## src/hw/rtl/bsm_pkg.sv

```systemverilog
// Shared types, codes and constants of the breakpoint and step manager.
// No dependencies; every other file of the block but bsm_ram imports this package.
package bsm_pkg;

  // Field widths
  localparam int DATA_W  = 32;
  localparam int KIND_W  = 3;
  localparam int INDEX_W = 4;
  localparam int ACT_W   = 2;
  localparam int SLOT_W  = 5;
  localparam int STAT_W  = 3;
  localparam int RES_MAX = 3;

  // Configuration port
  localparam int CFG_AW = 3;
  localparam logic [DATA_W-1:0] MATCH_MASK_RST = 32'h0FFF_FFFF;

  // Default table size
  localparam int BREAK_SLOTS_DEF = 16;

  // Step slot numbers on the slot field
  localparam logic [SLOT_W-1:0] SLOT_STEP0 = 5'd16;
  localparam logic [SLOT_W-1:0] SLOT_STEP1 = 5'd17;

  // Instruction decode codes
  localparam logic [5:0] OP_SPECIAL = 6'h00;
  localparam logic [5:0] OP_REGIMM  = 6'h01;
  localparam logic [5:0] OP_J       = 6'h02;
  localparam logic [5:0] OP_JAL     = 6'h03;
  localparam logic [5:0] OP_BEQ     = 6'h04;
  localparam logic [5:0] OP_BGTZ    = 6'h07;
  localparam logic [5:0] OP_COP0    = 6'h10;
  localparam logic [5:0] OP_COP1    = 6'h11;
  localparam logic [5:0] OP_COP2    = 6'h12;
  localparam logic [5:0] OP_BEQL    = 6'h14;
  localparam logic [5:0] OP_BGTZL   = 6'h17;
  localparam logic [5:0] FN_JR      = 6'h08;
  localparam logic [5:0] FN_JALR    = 6'h09;
  localparam logic [4:0] RT_BLTZ    = 5'h00;
  localparam logic [4:0] RT_BGEZL   = 5'h03;
  localparam logic [4:0] RT_BLTZAL  = 5'h10;
  localparam logic [4:0] RT_BGEZALL = 5'h13;
  localparam logic [9:0] COP_BC_LO  = 10'h100;
  localparam logic [9:0] COP_BC_HI  = 10'h103;

  typedef enum logic [KIND_W-1:0] {
    KIND_SET  = 3'd0,
    KIND_DEL  = 3'd1,
    KIND_STEP = 3'd2,
    KIND_CHK  = 3'd3,
    KIND_EXC  = 3'd4
  } kind_t;

  typedef enum logic [ACT_W-1:0] {
    ACT_NONE    = 2'd0,
    ACT_INSERT  = 2'd1,
    ACT_RESTORE = 2'd2
  } action_t;

  typedef enum logic [STAT_W-1:0] {
    ST_DONE    = 3'd0,
    ST_ALREADY = 3'd1,
    ST_FULL    = 3'd2,
    ST_HIT     = 3'd3,
    ST_NOMATCH = 3'd4
  } status_t;

  typedef enum logic [2:0] {
    S_IDLE,
    S_SCAN,
    S_READ,
    S_BUILD,
    S_EMIT
  } state_t;

  typedef struct packed {
    action_t             action;
    logic [DATA_W-1:0]   addr;
    logic [SLOT_W-1:0]   slot;
    status_t             status;
  } res_t;

  // Controller to datapath
  typedef struct packed {
    logic load;
    logic scan;
    logic build;
    logic emit;
  } ctl_cmd_t;

  // Datapath to controller
  typedef struct packed {
    kind_t kind;
    logic  scan_done;
    logic  out_free;
    logic  res_last;
  } dp_sts_t;

endpackage

```

## src/hw/rtl/bsm_ram.sv

```systemverilog
// Generic single-port-write, single-port-read RAM with registered read data.
// No dependencies.
module bsm_ram #(
  parameter int WIDTH = 32,
  parameter int DEPTH = 16,
  parameter int AW    = (DEPTH > 1) ? $clog2(DEPTH) : 1
) (
  input  logic             clk,
  input  logic             we,
  input  logic [AW-1:0]    waddr,
  input  logic [WIDTH-1:0] wdata,
  input  logic [AW-1:0]    raddr,
  output logic [WIDTH-1:0] rdata
);

  logic [WIDTH-1:0] mem_r [DEPTH];
  logic [WIDTH-1:0] rdata_r;

  // Write and registered read
  always_ff @(posedge clk) begin
    if (we) begin
      mem_r[waddr] <= wdata;
    end
    rdata_r <= mem_r[raddr];
  end

  assign rdata = rdata_r;

endmodule

```

## src/hw/rtl/bsm_ctrl.sv

```systemverilog
// Sequencing state machine of the breakpoint and step manager.
// Depends on bsm_pkg; drives commands to bsm_dpath and reads its status.
module bsm_ctrl (
  input  logic                            clk,
  input  logic                            rst_n,
  input  logic                            in_valid,
  input  logic [bsm_pkg::KIND_W-1:0]      in_kind,
  output logic                            in_stall,
  input  bsm_pkg::dp_sts_t                sts,
  output bsm_pkg::ctl_cmd_t               cmd
);
  import bsm_pkg::*;

  state_t state_r;
  state_t state_nxt;

  // Next state
  always_comb begin
    state_nxt = state_r;
    case (state_r)
      S_IDLE: begin
        if (in_valid) begin
          case (kind_t'(in_kind))
            KIND_SET, KIND_CHK, KIND_EXC: state_nxt = S_SCAN;
            KIND_DEL:                     state_nxt = S_READ;
            KIND_STEP:                    state_nxt = S_BUILD;
            default:                      state_nxt = S_IDLE;
          endcase
        end
      end
      S_SCAN: begin
        if (sts.scan_done) begin
          state_nxt = S_BUILD;
        end
      end
      S_READ:  state_nxt = S_BUILD;
      S_BUILD: state_nxt = S_EMIT;
      S_EMIT: begin
        if (sts.out_free && sts.res_last) begin
          state_nxt = S_IDLE;
        end
      end
      default: state_nxt = S_IDLE;
    endcase
  end

  // Outputs
  always_comb begin
    cmd      = '0;
    in_stall = 1'b1;
    case (state_r)
      S_IDLE: begin
        in_stall = 1'b0;
        cmd.load = in_valid;
      end
      S_SCAN:  cmd.scan  = 1'b1;
      S_READ:  cmd       = '0;
      S_BUILD: cmd.build = 1'b1;
      S_EMIT:  cmd.emit  = sts.out_free;
      default: cmd       = '0;
    endcase
  end

  always_ff @(posedge clk) begin
    if (!rst_n) begin
      state_r <= S_IDLE;
    end else begin
      state_r <= state_nxt;
    end
  end

endmodule

```

## src/hw/rtl/bsm_dpath.sv

```systemverilog
// Datapath: request latch, table scan, step decode, result queue, output register.
// Depends on bsm_pkg and bsm_ram; driven by commands from bsm_ctrl.
module bsm_dpath #(
  parameter int BREAK_SLOTS = bsm_pkg::BREAK_SLOTS_DEF
) (
  input  logic                            clk,
  input  logic                            rst_n,
  input  bsm_pkg::ctl_cmd_t               cmd,
  output bsm_pkg::dp_sts_t                sts,
  input  logic [bsm_pkg::DATA_W-1:0]      match_mask,
  input  logic [bsm_pkg::KIND_W-1:0]      in_kind,
  input  logic [bsm_pkg::DATA_W-1:0]      in_address,
  input  logic [bsm_pkg::INDEX_W-1:0]     in_index,
  input  logic [bsm_pkg::DATA_W-1:0]      in_instruction,
  input  logic [bsm_pkg::DATA_W-1:0]      in_rs_value,
  input  logic                            in_skip,
  output logic                            out_valid,
  input  logic                            out_stall,
  output logic [bsm_pkg::ACT_W-1:0]       out_action,
  output logic [bsm_pkg::DATA_W-1:0]      out_target_address,
  output logic [bsm_pkg::SLOT_W-1:0]      out_slot,
  output logic [bsm_pkg::STAT_W-1:0]      out_status,
  output logic                            out_last
);
  import bsm_pkg::*;

  localparam int IW = (BREAK_SLOTS > 1) ? $clog2(BREAK_SLOTS) : 1;
  localparam int CW = $clog2(BREAK_SLOTS + 1);

  // Latched request
  kind_t               kind_r;
  logic [DATA_W-1:0]   addr_r;
  logic [INDEX_W-1:0]  index_r;
  logic [DATA_W-1:0]   insn_r;
  logic [DATA_W-1:0]   rsv_r;
  logic                skip_r;

  // Breakpoint state
  logic [BREAK_SLOTS-1:0] vld_r, vld_nxt;
  logic [1:0]             sv_r, sv_nxt;
  logic [DATA_W-1:0]      saddr_r [2];
  logic [DATA_W-1:0]      saddr_nxt [2];

  // Scan state
  logic [CW-1:0]       scan_cnt_r;
  logic                pend_r;
  logic [IW-1:0]       cmp_idx_r;
  logic                um_found_r;
  logic [IW-1:0]       um_idx_r;
  logic [DATA_W-1:0]   um_addr_r;
  logic                free_found_r;
  logic [IW-1:0]       free_idx_r;
  logic                scan_more;
  logic                ent_match;

  // Result queue and output register
  res_t                res_r [RES_MAX];
  res_t                res_b [RES_MAX];
  logic [1:0]          n_r, n_b;
  logic [1:0]          ptr_r;
  logic                out_valid_r;
  res_t                out_r;
  logic                out_last_r;

  // Table memory
  logic                ram_we;
  logic [IW-1:0]       ram_raddr;
  logic [DATA_W-1:0]   ram_rdata;
  logic [IW-1:0]       idx_w;
  logic                idx_in_range;

  // Step decode
  logic [5:0]          op;
  logic [4:0]          rt;
  logic [9:0]          cop_sub;
  logic [DATA_W-1:0]   pc4, pc8, br_tgt, step_tgt;
  logic                is_br, is_cond, is_link;
  logic                h0, h1;

  assign idx_w        = IW'(index_r);
  assign idx_in_range = int'(index_r) < BREAK_SLOTS;
  assign scan_more    = scan_cnt_r < CW'(BREAK_SLOTS);
  assign ram_raddr    = (kind_r == KIND_DEL) ? idx_w : scan_cnt_r[IW-1:0];
  assign ent_match    = pend_r && vld_r[cmp_idx_r] &&
                        ((ram_rdata & match_mask) == (addr_r & match_mask));

  bsm_ram #(
    .WIDTH (DATA_W),
    .DEPTH (BREAK_SLOTS)
  ) u_tbl (
    .clk   (clk),
    .we    (ram_we),
    .waddr (free_idx_r),
    .wdata (addr_r),
    .raddr (ram_raddr),
    .rdata (ram_rdata)
  );

  // Decode the instruction at the pc for a step request
  always_comb begin
    op       = insn_r[31:26];
    rt       = insn_r[20:16];
    cop_sub  = insn_r[25:16];
    pc4      = addr_r + 32'd4;
    pc8      = addr_r + 32'd8;
    br_tgt   = pc4 + {{14{insn_r[15]}}, insn_r[15:0], 2'b00};
    step_tgt = pc4;
    is_br    = 1'b0;
    is_cond  = 1'b0;
    is_link  = 1'b0;
    if ((op >= OP_BEQ && op <= OP_BGTZ) || (op >= OP_BEQL && op <= OP_BGTZL)) begin
      is_br    = 1'b1;
      is_cond  = 1'b1;
      step_tgt = br_tgt;
    end else if (op == OP_REGIMM) begin
      if (rt <= RT_BGEZL || (rt >= RT_BLTZAL && rt <= RT_BGEZALL)) begin
        is_br    = 1'b1;
        is_cond  = 1'b1;
        step_tgt = br_tgt;
      end
    end else if (op == OP_J || op == OP_JAL) begin
      is_br    = 1'b1;
      is_link  = (op == OP_JAL);
      step_tgt = {pc4[31:28], insn_r[25:0], 2'b00};
    end else if (op == OP_SPECIAL) begin
      if (insn_r[5:0] == FN_JR || insn_r[5:0] == FN_JALR) begin
        is_br    = 1'b1;
        is_link  = (insn_r[5:0] == FN_JALR);
        step_tgt = rsv_r;
      end
    end else if (op == OP_COP0 || op == OP_COP1 || op == OP_COP2) begin
      if (cop_sub >= COP_BC_LO && cop_sub <= COP_BC_HI) begin
        is_br    = 1'b1;
        is_cond  = 1'b1;
        step_tgt = br_tgt;
      end
    end
  end

  // Assemble the results of the request and the state it leaves behind
  always_comb begin
    res_b[0]     = '0;
    res_b[1]     = '0;
    res_b[2]     = '0;
    n_b          = 2'd1;
    vld_nxt      = vld_r;
    sv_nxt       = sv_r;
    saddr_nxt[0] = saddr_r[0];
    saddr_nxt[1] = saddr_r[1];
    ram_we       = 1'b0;
    h0           = sv_r[0] && (saddr_r[0] == addr_r);
    h1           = sv_r[1] && (saddr_r[1] == addr_r);
    case (kind_r)
      KIND_SET: begin
        if (um_found_r) begin
          res_b[0] = '{ACT_NONE, '0, SLOT_W'(um_idx_r), ST_ALREADY};
        end else if (free_found_r) begin
          res_b[0] = '{ACT_INSERT, addr_r, SLOT_W'(free_idx_r), ST_DONE};
          vld_nxt[free_idx_r] = 1'b1;
          ram_we   = cmd.build;
        end else begin
          res_b[0] = '{ACT_NONE, '0, '0, ST_FULL};
        end
      end
      KIND_DEL: begin
        if (idx_in_range && vld_r[idx_w]) begin
          res_b[0] = '{ACT_RESTORE, ram_rdata, SLOT_W'(index_r), ST_DONE};
          vld_nxt[idx_w] = 1'b0;
        end else begin
          res_b[0] = '{ACT_NONE, '0, SLOT_W'(index_r), ST_DONE};
        end
      end
      KIND_STEP: begin
        if (is_link && skip_r) begin
          res_b[0]     = '{ACT_INSERT, pc8, SLOT_STEP1, ST_DONE};
          sv_nxt[1]    = 1'b1;
          saddr_nxt[1] = pc8;
        end else begin
          res_b[0]     = '{ACT_INSERT, step_tgt, SLOT_STEP0, ST_DONE};
          sv_nxt[0]    = 1'b1;
          saddr_nxt[0] = step_tgt;
          if (is_br && is_cond && step_tgt != pc8) begin
            res_b[1]     = '{ACT_INSERT, pc8, SLOT_STEP1, ST_DONE};
            n_b          = 2'd2;
            sv_nxt[1]    = 1'b1;
            saddr_nxt[1] = pc8;
          end
        end
      end
      KIND_CHK: begin
        if (h0) begin
          res_b[0] = '{ACT_NONE, '0, SLOT_STEP0, ST_HIT};
        end else if (h1) begin
          res_b[0] = '{ACT_NONE, '0, SLOT_STEP1, ST_HIT};
        end else if (um_found_r) begin
          res_b[0] = '{ACT_NONE, '0, SLOT_W'(um_idx_r), ST_HIT};
        end else begin
          res_b[0] = '{ACT_NONE, '0, '0, ST_NOMATCH};
        end
      end
      KIND_EXC: begin
        if (h0 || h1 || um_found_r) begin
          // Restore step slots first, then the one-shot user slot
          n_b = 2'd0;
          if (sv_r[0]) begin
            res_b[n_b] = '{ACT_RESTORE, saddr_r[0], SLOT_STEP0, ST_HIT};
            n_b        = n_b + 2'd1;
          end
          if (sv_r[1]) begin
            res_b[n_b] = '{ACT_RESTORE, saddr_r[1], SLOT_STEP1, ST_HIT};
            n_b        = n_b + 2'd1;
          end
          if (um_found_r) begin
            res_b[n_b] = '{ACT_RESTORE, um_addr_r, SLOT_W'(um_idx_r), ST_HIT};
            n_b        = n_b + 2'd1;
            vld_nxt[um_idx_r] = 1'b0;
          end
          sv_nxt = 2'b00;
        end else begin
          res_b[0] = '{ACT_NONE, '0, '0, ST_NOMATCH};
        end
      end
      default: n_b = 2'd1;
    endcase
  end

  // Latch the request and hold it for the whole operation
  always_ff @(posedge clk) begin
    if (cmd.load) begin
      kind_r  <= kind_t'(in_kind);
      addr_r  <= in_address;
      index_r <= in_index;
      insn_r  <= in_instruction;
      rsv_r   <= in_rs_value;
      skip_r  <= in_skip;
    end
  end

  // Scan the table one entry a cycle, comparing each entry in the cycle after its memory read
  always_ff @(posedge clk) begin
    if (cmd.load) begin
      scan_cnt_r   <= '0;
      pend_r       <= 1'b0;
      um_found_r   <= 1'b0;
      free_found_r <= 1'b0;
    end else if (cmd.scan) begin
      pend_r    <= scan_more;
      cmp_idx_r <= scan_cnt_r[IW-1:0];
      if (scan_more) begin
        scan_cnt_r <= scan_cnt_r + CW'(1);
      end
      if (ent_match && !um_found_r) begin
        um_found_r <= 1'b1;
        um_idx_r   <= cmp_idx_r;
        um_addr_r  <= ram_rdata;
      end
      if (pend_r && !vld_r[cmp_idx_r] && !free_found_r) begin
        free_found_r <= 1'b1;
        free_idx_r   <= cmp_idx_r;
      end
    end
  end

  // Commit state and capture the results
  always_ff @(posedge clk) begin
    if (!rst_n) begin
      vld_r <= '0;
      sv_r  <= '0;
    end else if (cmd.build) begin
      vld_r <= vld_nxt;
      sv_r  <= sv_nxt;
    end
  end

  always_ff @(posedge clk) begin
    if (cmd.build) begin
      saddr_r[0] <= saddr_nxt[0];
      saddr_r[1] <= saddr_nxt[1];
      res_r[0]   <= res_b[0];
      res_r[1]   <= res_b[1];
      res_r[2]   <= res_b[2];
      n_r        <= n_b;
    end
  end

  // Advance the result pointer and load the output register
  always_ff @(posedge clk) begin
    if (!rst_n) begin
      out_valid_r <= 1'b0;
      ptr_r       <= '0;
    end else begin
      if (cmd.build) begin
        ptr_r <= '0;
      end else if (cmd.emit) begin
        ptr_r <= ptr_r + 2'd1;
      end
      if (cmd.emit) begin
        out_valid_r <= 1'b1;
      end else if (!out_stall) begin
        out_valid_r <= 1'b0;
      end
    end
  end

  always_ff @(posedge clk) begin
    if (cmd.emit) begin
      out_r      <= res_r[ptr_r];
      out_last_r <= sts.res_last;
    end
  end

  assign sts.kind      = kind_r;
  assign sts.scan_done = !scan_more && !pend_r;
  assign sts.out_free  = !out_valid_r || !out_stall;
  assign sts.res_last  = (ptr_r == n_r - 2'd1);

  assign out_valid          = out_valid_r;
  assign out_action         = out_r.action;
  assign out_target_address = out_r.addr;
  assign out_slot           = out_r.slot;
  assign out_status         = out_r.status;
  assign out_last           = out_last_r;

endmodule

```

## src/hw/rtl/breakpoint_step_manager.sv

```systemverilog
// Breakpoint and single-step manager: top level, match mask register, APB port.
// Step requests go straight to result assembly, delete reads one table word first, and set,
// check and exception search the table one memory word per cycle before results are built.
// A new request is taken once the last result (up to 3) is loaded into the output register.
// Reset (synchronous, rst_n low) clears all user and step valid bits and the control
// state and loads the match mask with 0x0FFFFFFF; table addresses are not cleared.
module breakpoint_step_manager #(
  parameter int BREAK_SLOTS = bsm_pkg::BREAK_SLOTS_DEF
) (
  input  logic                            clk,
  input  logic                            rst_n,
  // Request channel
  input  logic                            in_valid,
  output logic                            in_stall,
  input  logic [bsm_pkg::KIND_W-1:0]      in_kind,
  input  logic [bsm_pkg::DATA_W-1:0]      in_address,
  input  logic [bsm_pkg::INDEX_W-1:0]     in_index,
  input  logic [bsm_pkg::DATA_W-1:0]      in_instruction,
  input  logic [bsm_pkg::DATA_W-1:0]      in_rs_value,
  input  logic                            in_skip,
  // Result channel
  output logic                            out_valid,
  input  logic                            out_stall,
  output logic [bsm_pkg::ACT_W-1:0]       out_action,
  output logic [bsm_pkg::DATA_W-1:0]      out_target_address,
  output logic [bsm_pkg::SLOT_W-1:0]      out_slot,
  output logic [bsm_pkg::STAT_W-1:0]      out_status,
  output logic                            out_last,
  // Configuration port
  input  logic                            psel,
  input  logic                            penable,
  input  logic                            pwrite,
  input  logic [bsm_pkg::CFG_AW-1:0]      paddr,
  input  logic [bsm_pkg::DATA_W-1:0]      pwdata,
  output logic [bsm_pkg::DATA_W-1:0]      prdata,
  output logic                            pready
);
  import bsm_pkg::*;

  logic [DATA_W-1:0] match_mask_r;
  logic              mask_sel;
  ctl_cmd_t          cmd;
  dp_sts_t           sts;

  // Match mask register at byte address 0
  assign mask_sel = (paddr[CFG_AW-1] == 1'b0);
  assign pready   = 1'b1;
  assign prdata   = mask_sel ? match_mask_r : '0;

  always_ff @(posedge clk) begin
    if (!rst_n) begin
      match_mask_r <= MATCH_MASK_RST;
    end else if (psel && penable && pwrite && mask_sel) begin
      match_mask_r <= pwdata;
    end
  end

  bsm_ctrl u_ctrl (
    .clk      (clk),
    .rst_n    (rst_n),
    .in_valid (in_valid),
    .in_kind  (in_kind),
    .in_stall (in_stall),
    .sts      (sts),
    .cmd      (cmd)
  );

  bsm_dpath #(
    .BREAK_SLOTS (BREAK_SLOTS)
  ) u_dpath (
    .clk                (clk),
    .rst_n              (rst_n),
    .cmd                (cmd),
    .sts                (sts),
    .match_mask         (match_mask_r),
    .in_kind            (in_kind),
    .in_address         (in_address),
    .in_index           (in_index),
    .in_instruction     (in_instruction),
    .in_rs_value        (in_rs_value),
    .in_skip            (in_skip),
    .out_valid          (out_valid),
    .out_stall          (out_stall),
    .out_action         (out_action),
    .out_target_address (out_target_address),
    .out_slot           (out_slot),
    .out_status         (out_status),
    .out_last           (out_last)
  );

  // Unknown request kinds are dropped without leaving idle
  a_drop_unknown: assert property (@(posedge clk) disable iff (!rst_n)
    in_valid && !in_stall && (in_kind > KIND_EXC) |=> !in_stall)
    else $error("unknown request kind left the block busy");

  // A known request keeps the request channel stalled in the next cycle
  a_busy_after_accept: assert property (@(posedge clk) disable iff (!rst_n)
    in_valid && !in_stall && (in_kind <= KIND_EXC) |=> in_stall)
    else $error("request accepted while the previous one is in progress");

  // Only the final result of a request may be shown while idle
  a_last_before_idle: assert property (@(posedge clk) disable iff (!rst_n)
    out_valid && !out_last |-> in_stall)
    else $error("block went idle before its last result");

  // Inserts always report success
  a_insert_done: assert property (@(posedge clk) disable iff (!rst_n)
    out_valid && (out_action == ACT_INSERT) |-> (out_status == ST_DONE))
    else $error("insert result with a status other than done");

endmodule

```

## config.mk

```make
export PLATFORM = sky130hd
export DESIGN_NAME = breakpoint_step_manager
export DESIGN_NICKNAME = d
export VERILOG_FILES = /design/src/hw/rtl/bsm_pkg.sv /design/src/hw/rtl/bsm_ram.sv /design/src/hw/rtl/bsm_ctrl.sv /design/src/hw/rtl/bsm_dpath.sv /design/src/hw/rtl/breakpoint_step_manager.sv
export SDC_FILE = /design/constraint.sdc
export NUM_CORES = 2
export LEC_CHECK = 0
export BUFFER_PORTS_ARGS = -buffer_cell sky130_fd_sc_hd__buf_2
export CAP_MARGIN = 10
export CELL_PAD_IN_SITES_DETAIL_PLACEMENT = 0
export CELL_PAD_IN_SITES_GLOBAL_PLACEMENT = 1
export CORE_MARGIN = 4
export CORE_UTILIZATION = 46
export CTS_CLUSTER_DIAMETER = 80
export DETAILED_ROUTE_END_ITERATION = 16
export PLACE_DENSITY_LB_ADDON = 0.12
export SKIP_CTS_REPAIR_TIMING = 1
export SYNTH_ARGS = -nofsm -noshare
export SYNTH_HDL_FRONTEND = slang
export SYNTH_SLANG_ARGS = --single-unit
```

## constraint.sdc

```tcl
create_clock -name clk -period 6.1 [get_ports clk]
set_input_delay 0.61 -clock clk [delete_from_list [all_inputs] [get_ports clk]]
set_output_delay 0.61 -clock clk [all_outputs]
set_load 0.005 [all_outputs]
```

==> results.tsv <==
metric	value	unit
Final TNS setup	0	ns
CTS sink count	983	
Post-synth EDFFs	887	
first-pass GRT wire length	222	mm
Chip Height	319	µm
die footprint	102000	µm²
GP Congestion	0.949	
core box area	95600	µm²
Worst Path Max Fanout	10	
CTS tree	done	
total power draw	17.5	mW
Die W	319	µm
worst hold margin	0.0782	ns
# setup viols final	0	
Skew-Pair Late Insertion Delay	0.71	ns
Setup crit start kind	flop	
fillers	8046	
minimum clock period	5.89	ns
status	complete, no violations	
Cell Area, Placed	48800	µm²
vias in the first global route	30800	
top cell type's share of synthesized area	59.8	%
fmax	170	MHz
H-tree levels	3	
slew of the pin with the lowest slew margin	1.28	ns
largest cells by area after synthesis	edfxtp_1 (60%), mux4_2 (7.0%), dfxtp_1 (4.3%)	
Post-synth top cells	edfxtp_1 (887), nand2_1 (385), clkbuf_1 (167)	
antenna violations before repair	6	
Synth area leader	edfxtp_1	
Root Driver	clkbuf_16	
worst path cell trace	ha_1 -> buf_4 -> nand2_1 -> xor2_1 -> buf_4 -> inv_1 -> ha_1 -> o211a_1 -> a21boi_0 -> o21ai_0 -> nand2_1 -> xnor2_1 -> a211oi_1 -> buf_4 -> o2bb2ai_1 -> a2111oi_1 -> buf_4 -> nand4_1 -> buf_4 -> nor4_4 -> buf_4 -> buf_4 -> buf_4 -> a211o_1	
Period Utilization, post-route	96.6	%
top-count cell post-synth	edfxtp_1	
drt wl/cell	30.9	µm
final core utilization	54.7	%
Yosys cell types	82	
Num CTS Buffers	104	
total grt overflow	0	
max_cap viols	0	
# IOs	224	
pin count of the biggest net entering global routing	92	
Final Net Count	3888	
syn_nets	3483	
Worst slew margin	14.7	%
Detailed Routing Iterations Pass 1	9	
Synthesis Warnings	0	
Lkg Pwr	18.2	nW
Final Hold Vio Count	0	
vias post-DR	31500	
vias per cell	6.23	
post-synthesis sequential area ratio	64.1	%
critical path required time	6.64	ns
worst hold path type	input pin to flop	
DRC Markers	0	
Cells after Synth	3299	
setup repair after global routing missed its margin	false	
Critical Path Most Common Cell	buf_4	
Mean Syn Cell Area	13.5	µm²
hold_sp	in_instruction[28]	
fin area	52300	µm²
post-synthesis cell area	44500	µm²
Yosys reg bits	983	
slowest stage delay, CP	0.73	ns
Post-synth top flop	edfxtp_1	
area grow syn2layout	17.5	%
initial core utilization	46.6	%
row count	113	
r2r startpoint	u_dpath.addr_r[3]	
1st-iter DRT viols	3799	
asr flop ratio synth	0	%
gr usage total	30.1	%
IO buf count	220	
Slew Limit Fails	0	
HPWL after DPL	109	mm
CP Capture Type	flop	
crit path from	u_dpath.addr_r[3]	
power per cell area	334	nW/µm²
clk_skew	0.0438	ns
clock slew at reported path FFs	0.06	ns
Post-DRT Antenna Nets	0	
r2r setup slk	0.21	ns
peak supply drop	0.000260	V
layout cells sized above 1	23.2	%
clock buffer depth	3	
CP arrival	6.43	ns
Crit-path slowest cell	o21ai_0	
critical path class	flop to flop	
final wirelength	156	mm
-- path summary, 6_finish.rpt --
path / to / cells after the start
max: u_dpath.n_r[0] / 24
max reg2reg: u_dpath.n_r[0] / 24
min reg2reg: u_dpath.vld_r[1] / 2
min: u_dpath.insn_r[28] / 1
-- flip-flops by register name, summed over array words and instances, names as in the netlist, 5 cells and up --
| name | cells |
|---|---|
| match_mask_r | 32 |
| u_dpath.addr_r | 32 |
| u_dpath.insn_r | 32 |
| u_dpath.out_slot | 5 |
| u_dpath.out_target_address | 32 |
| u_dpath.res_r | 118 |
| u_dpath.rsv_r | 32 |
| u_dpath.saddr_r | 64 |
| u_dpath.scan_cnt_r | 5 |
| u_dpath.u_tbl.mem_r | 512 |
| u_dpath.u_tbl.rdata | 32 |
| u_dpath.um_addr_r | 32 |
| u_dpath.vld_r | 16 |
-- power by group --
part	internal, mW	switching, mW
clock	3.53	2.68
sequential	7.68	0.452
combinational	1.37	1.78
-- through the flow --
| stage | std cells | setup WS [ns] |
|---|---|---|
| final | 5059 | 0.206 |
| after floorplan | 3299 | 0.212 |
| after global routing | 5058 | 0.0491 |
| after global placement | 4856 | 0.00226 |
| after CTS | 5051 | -0.000903 |
| after detailed placement | 4856 | 0.0632 |
-- per-layer routing --
layer  global-route usage, %  up-vias  wire length (µm)
met2                    45.7     1616             69700
met5                       0        -                 0
met1                    43.2    16000             65900
met3                    5.58      264             13700
li1                        -    13600                 -
met4                    11.8        0              6940
-- critical path: cells and delay by family, from the launching register on --
kind	cells	cell delay (ns)
compound gates	7	2.17
xor+xnor	2	0.34
fa+ha+maj	2	0.60
buf+inv	9	1.53
flops	1	0.45
simple gates	4	0.65
-- cells in the final DEF, fill, tap and decap left out, types with 78 or more instances in the layout --
cell type    n
nand3_1    104
a21oi_1    123
dfxtp_1     94
xnor2_1     99
nand2_1    384
o21ai_0    141
buf_2      220
edfxtp_1   887
clkbuf_16  105
mux4_2     138
nor2_1     125
and2_1      78
buf_4      290
-- kinds of logic (layout without fill, tap and decap cells) --
kind of cell / Yosys count / after routing / synth area share, %
flops: 983 / 983 / 64.1
simple gates: 958 / 958 / 10.3
compound gates: 673 / 673 / 10.2
buf+inv: 271 / 765 / 2.39
mux: 194 / 194 / 8.24
xor+xnor: 181 / 181 / 3.63
fa+ha+maj: 38 / 38 / 1.08
other cells: 1 / 2 / 0.00842
-- area by class of cell --
type	count	area (µm²)	area share, %
Sequential cell	983	28600	54.6
Timing Repair Buffer	515	3380	6.46
Multi-Input combinational cell	2045	15200	29.0
Clock inverter	45	465	0.890
Inverter	55	209	0.399
Antenna cell	1	2.50	0.00478
Clock buffer	150	2930	5.59
Tap cell	1265	1580	3.02
No activity file was read; power rests on OpenSTA's default activity.
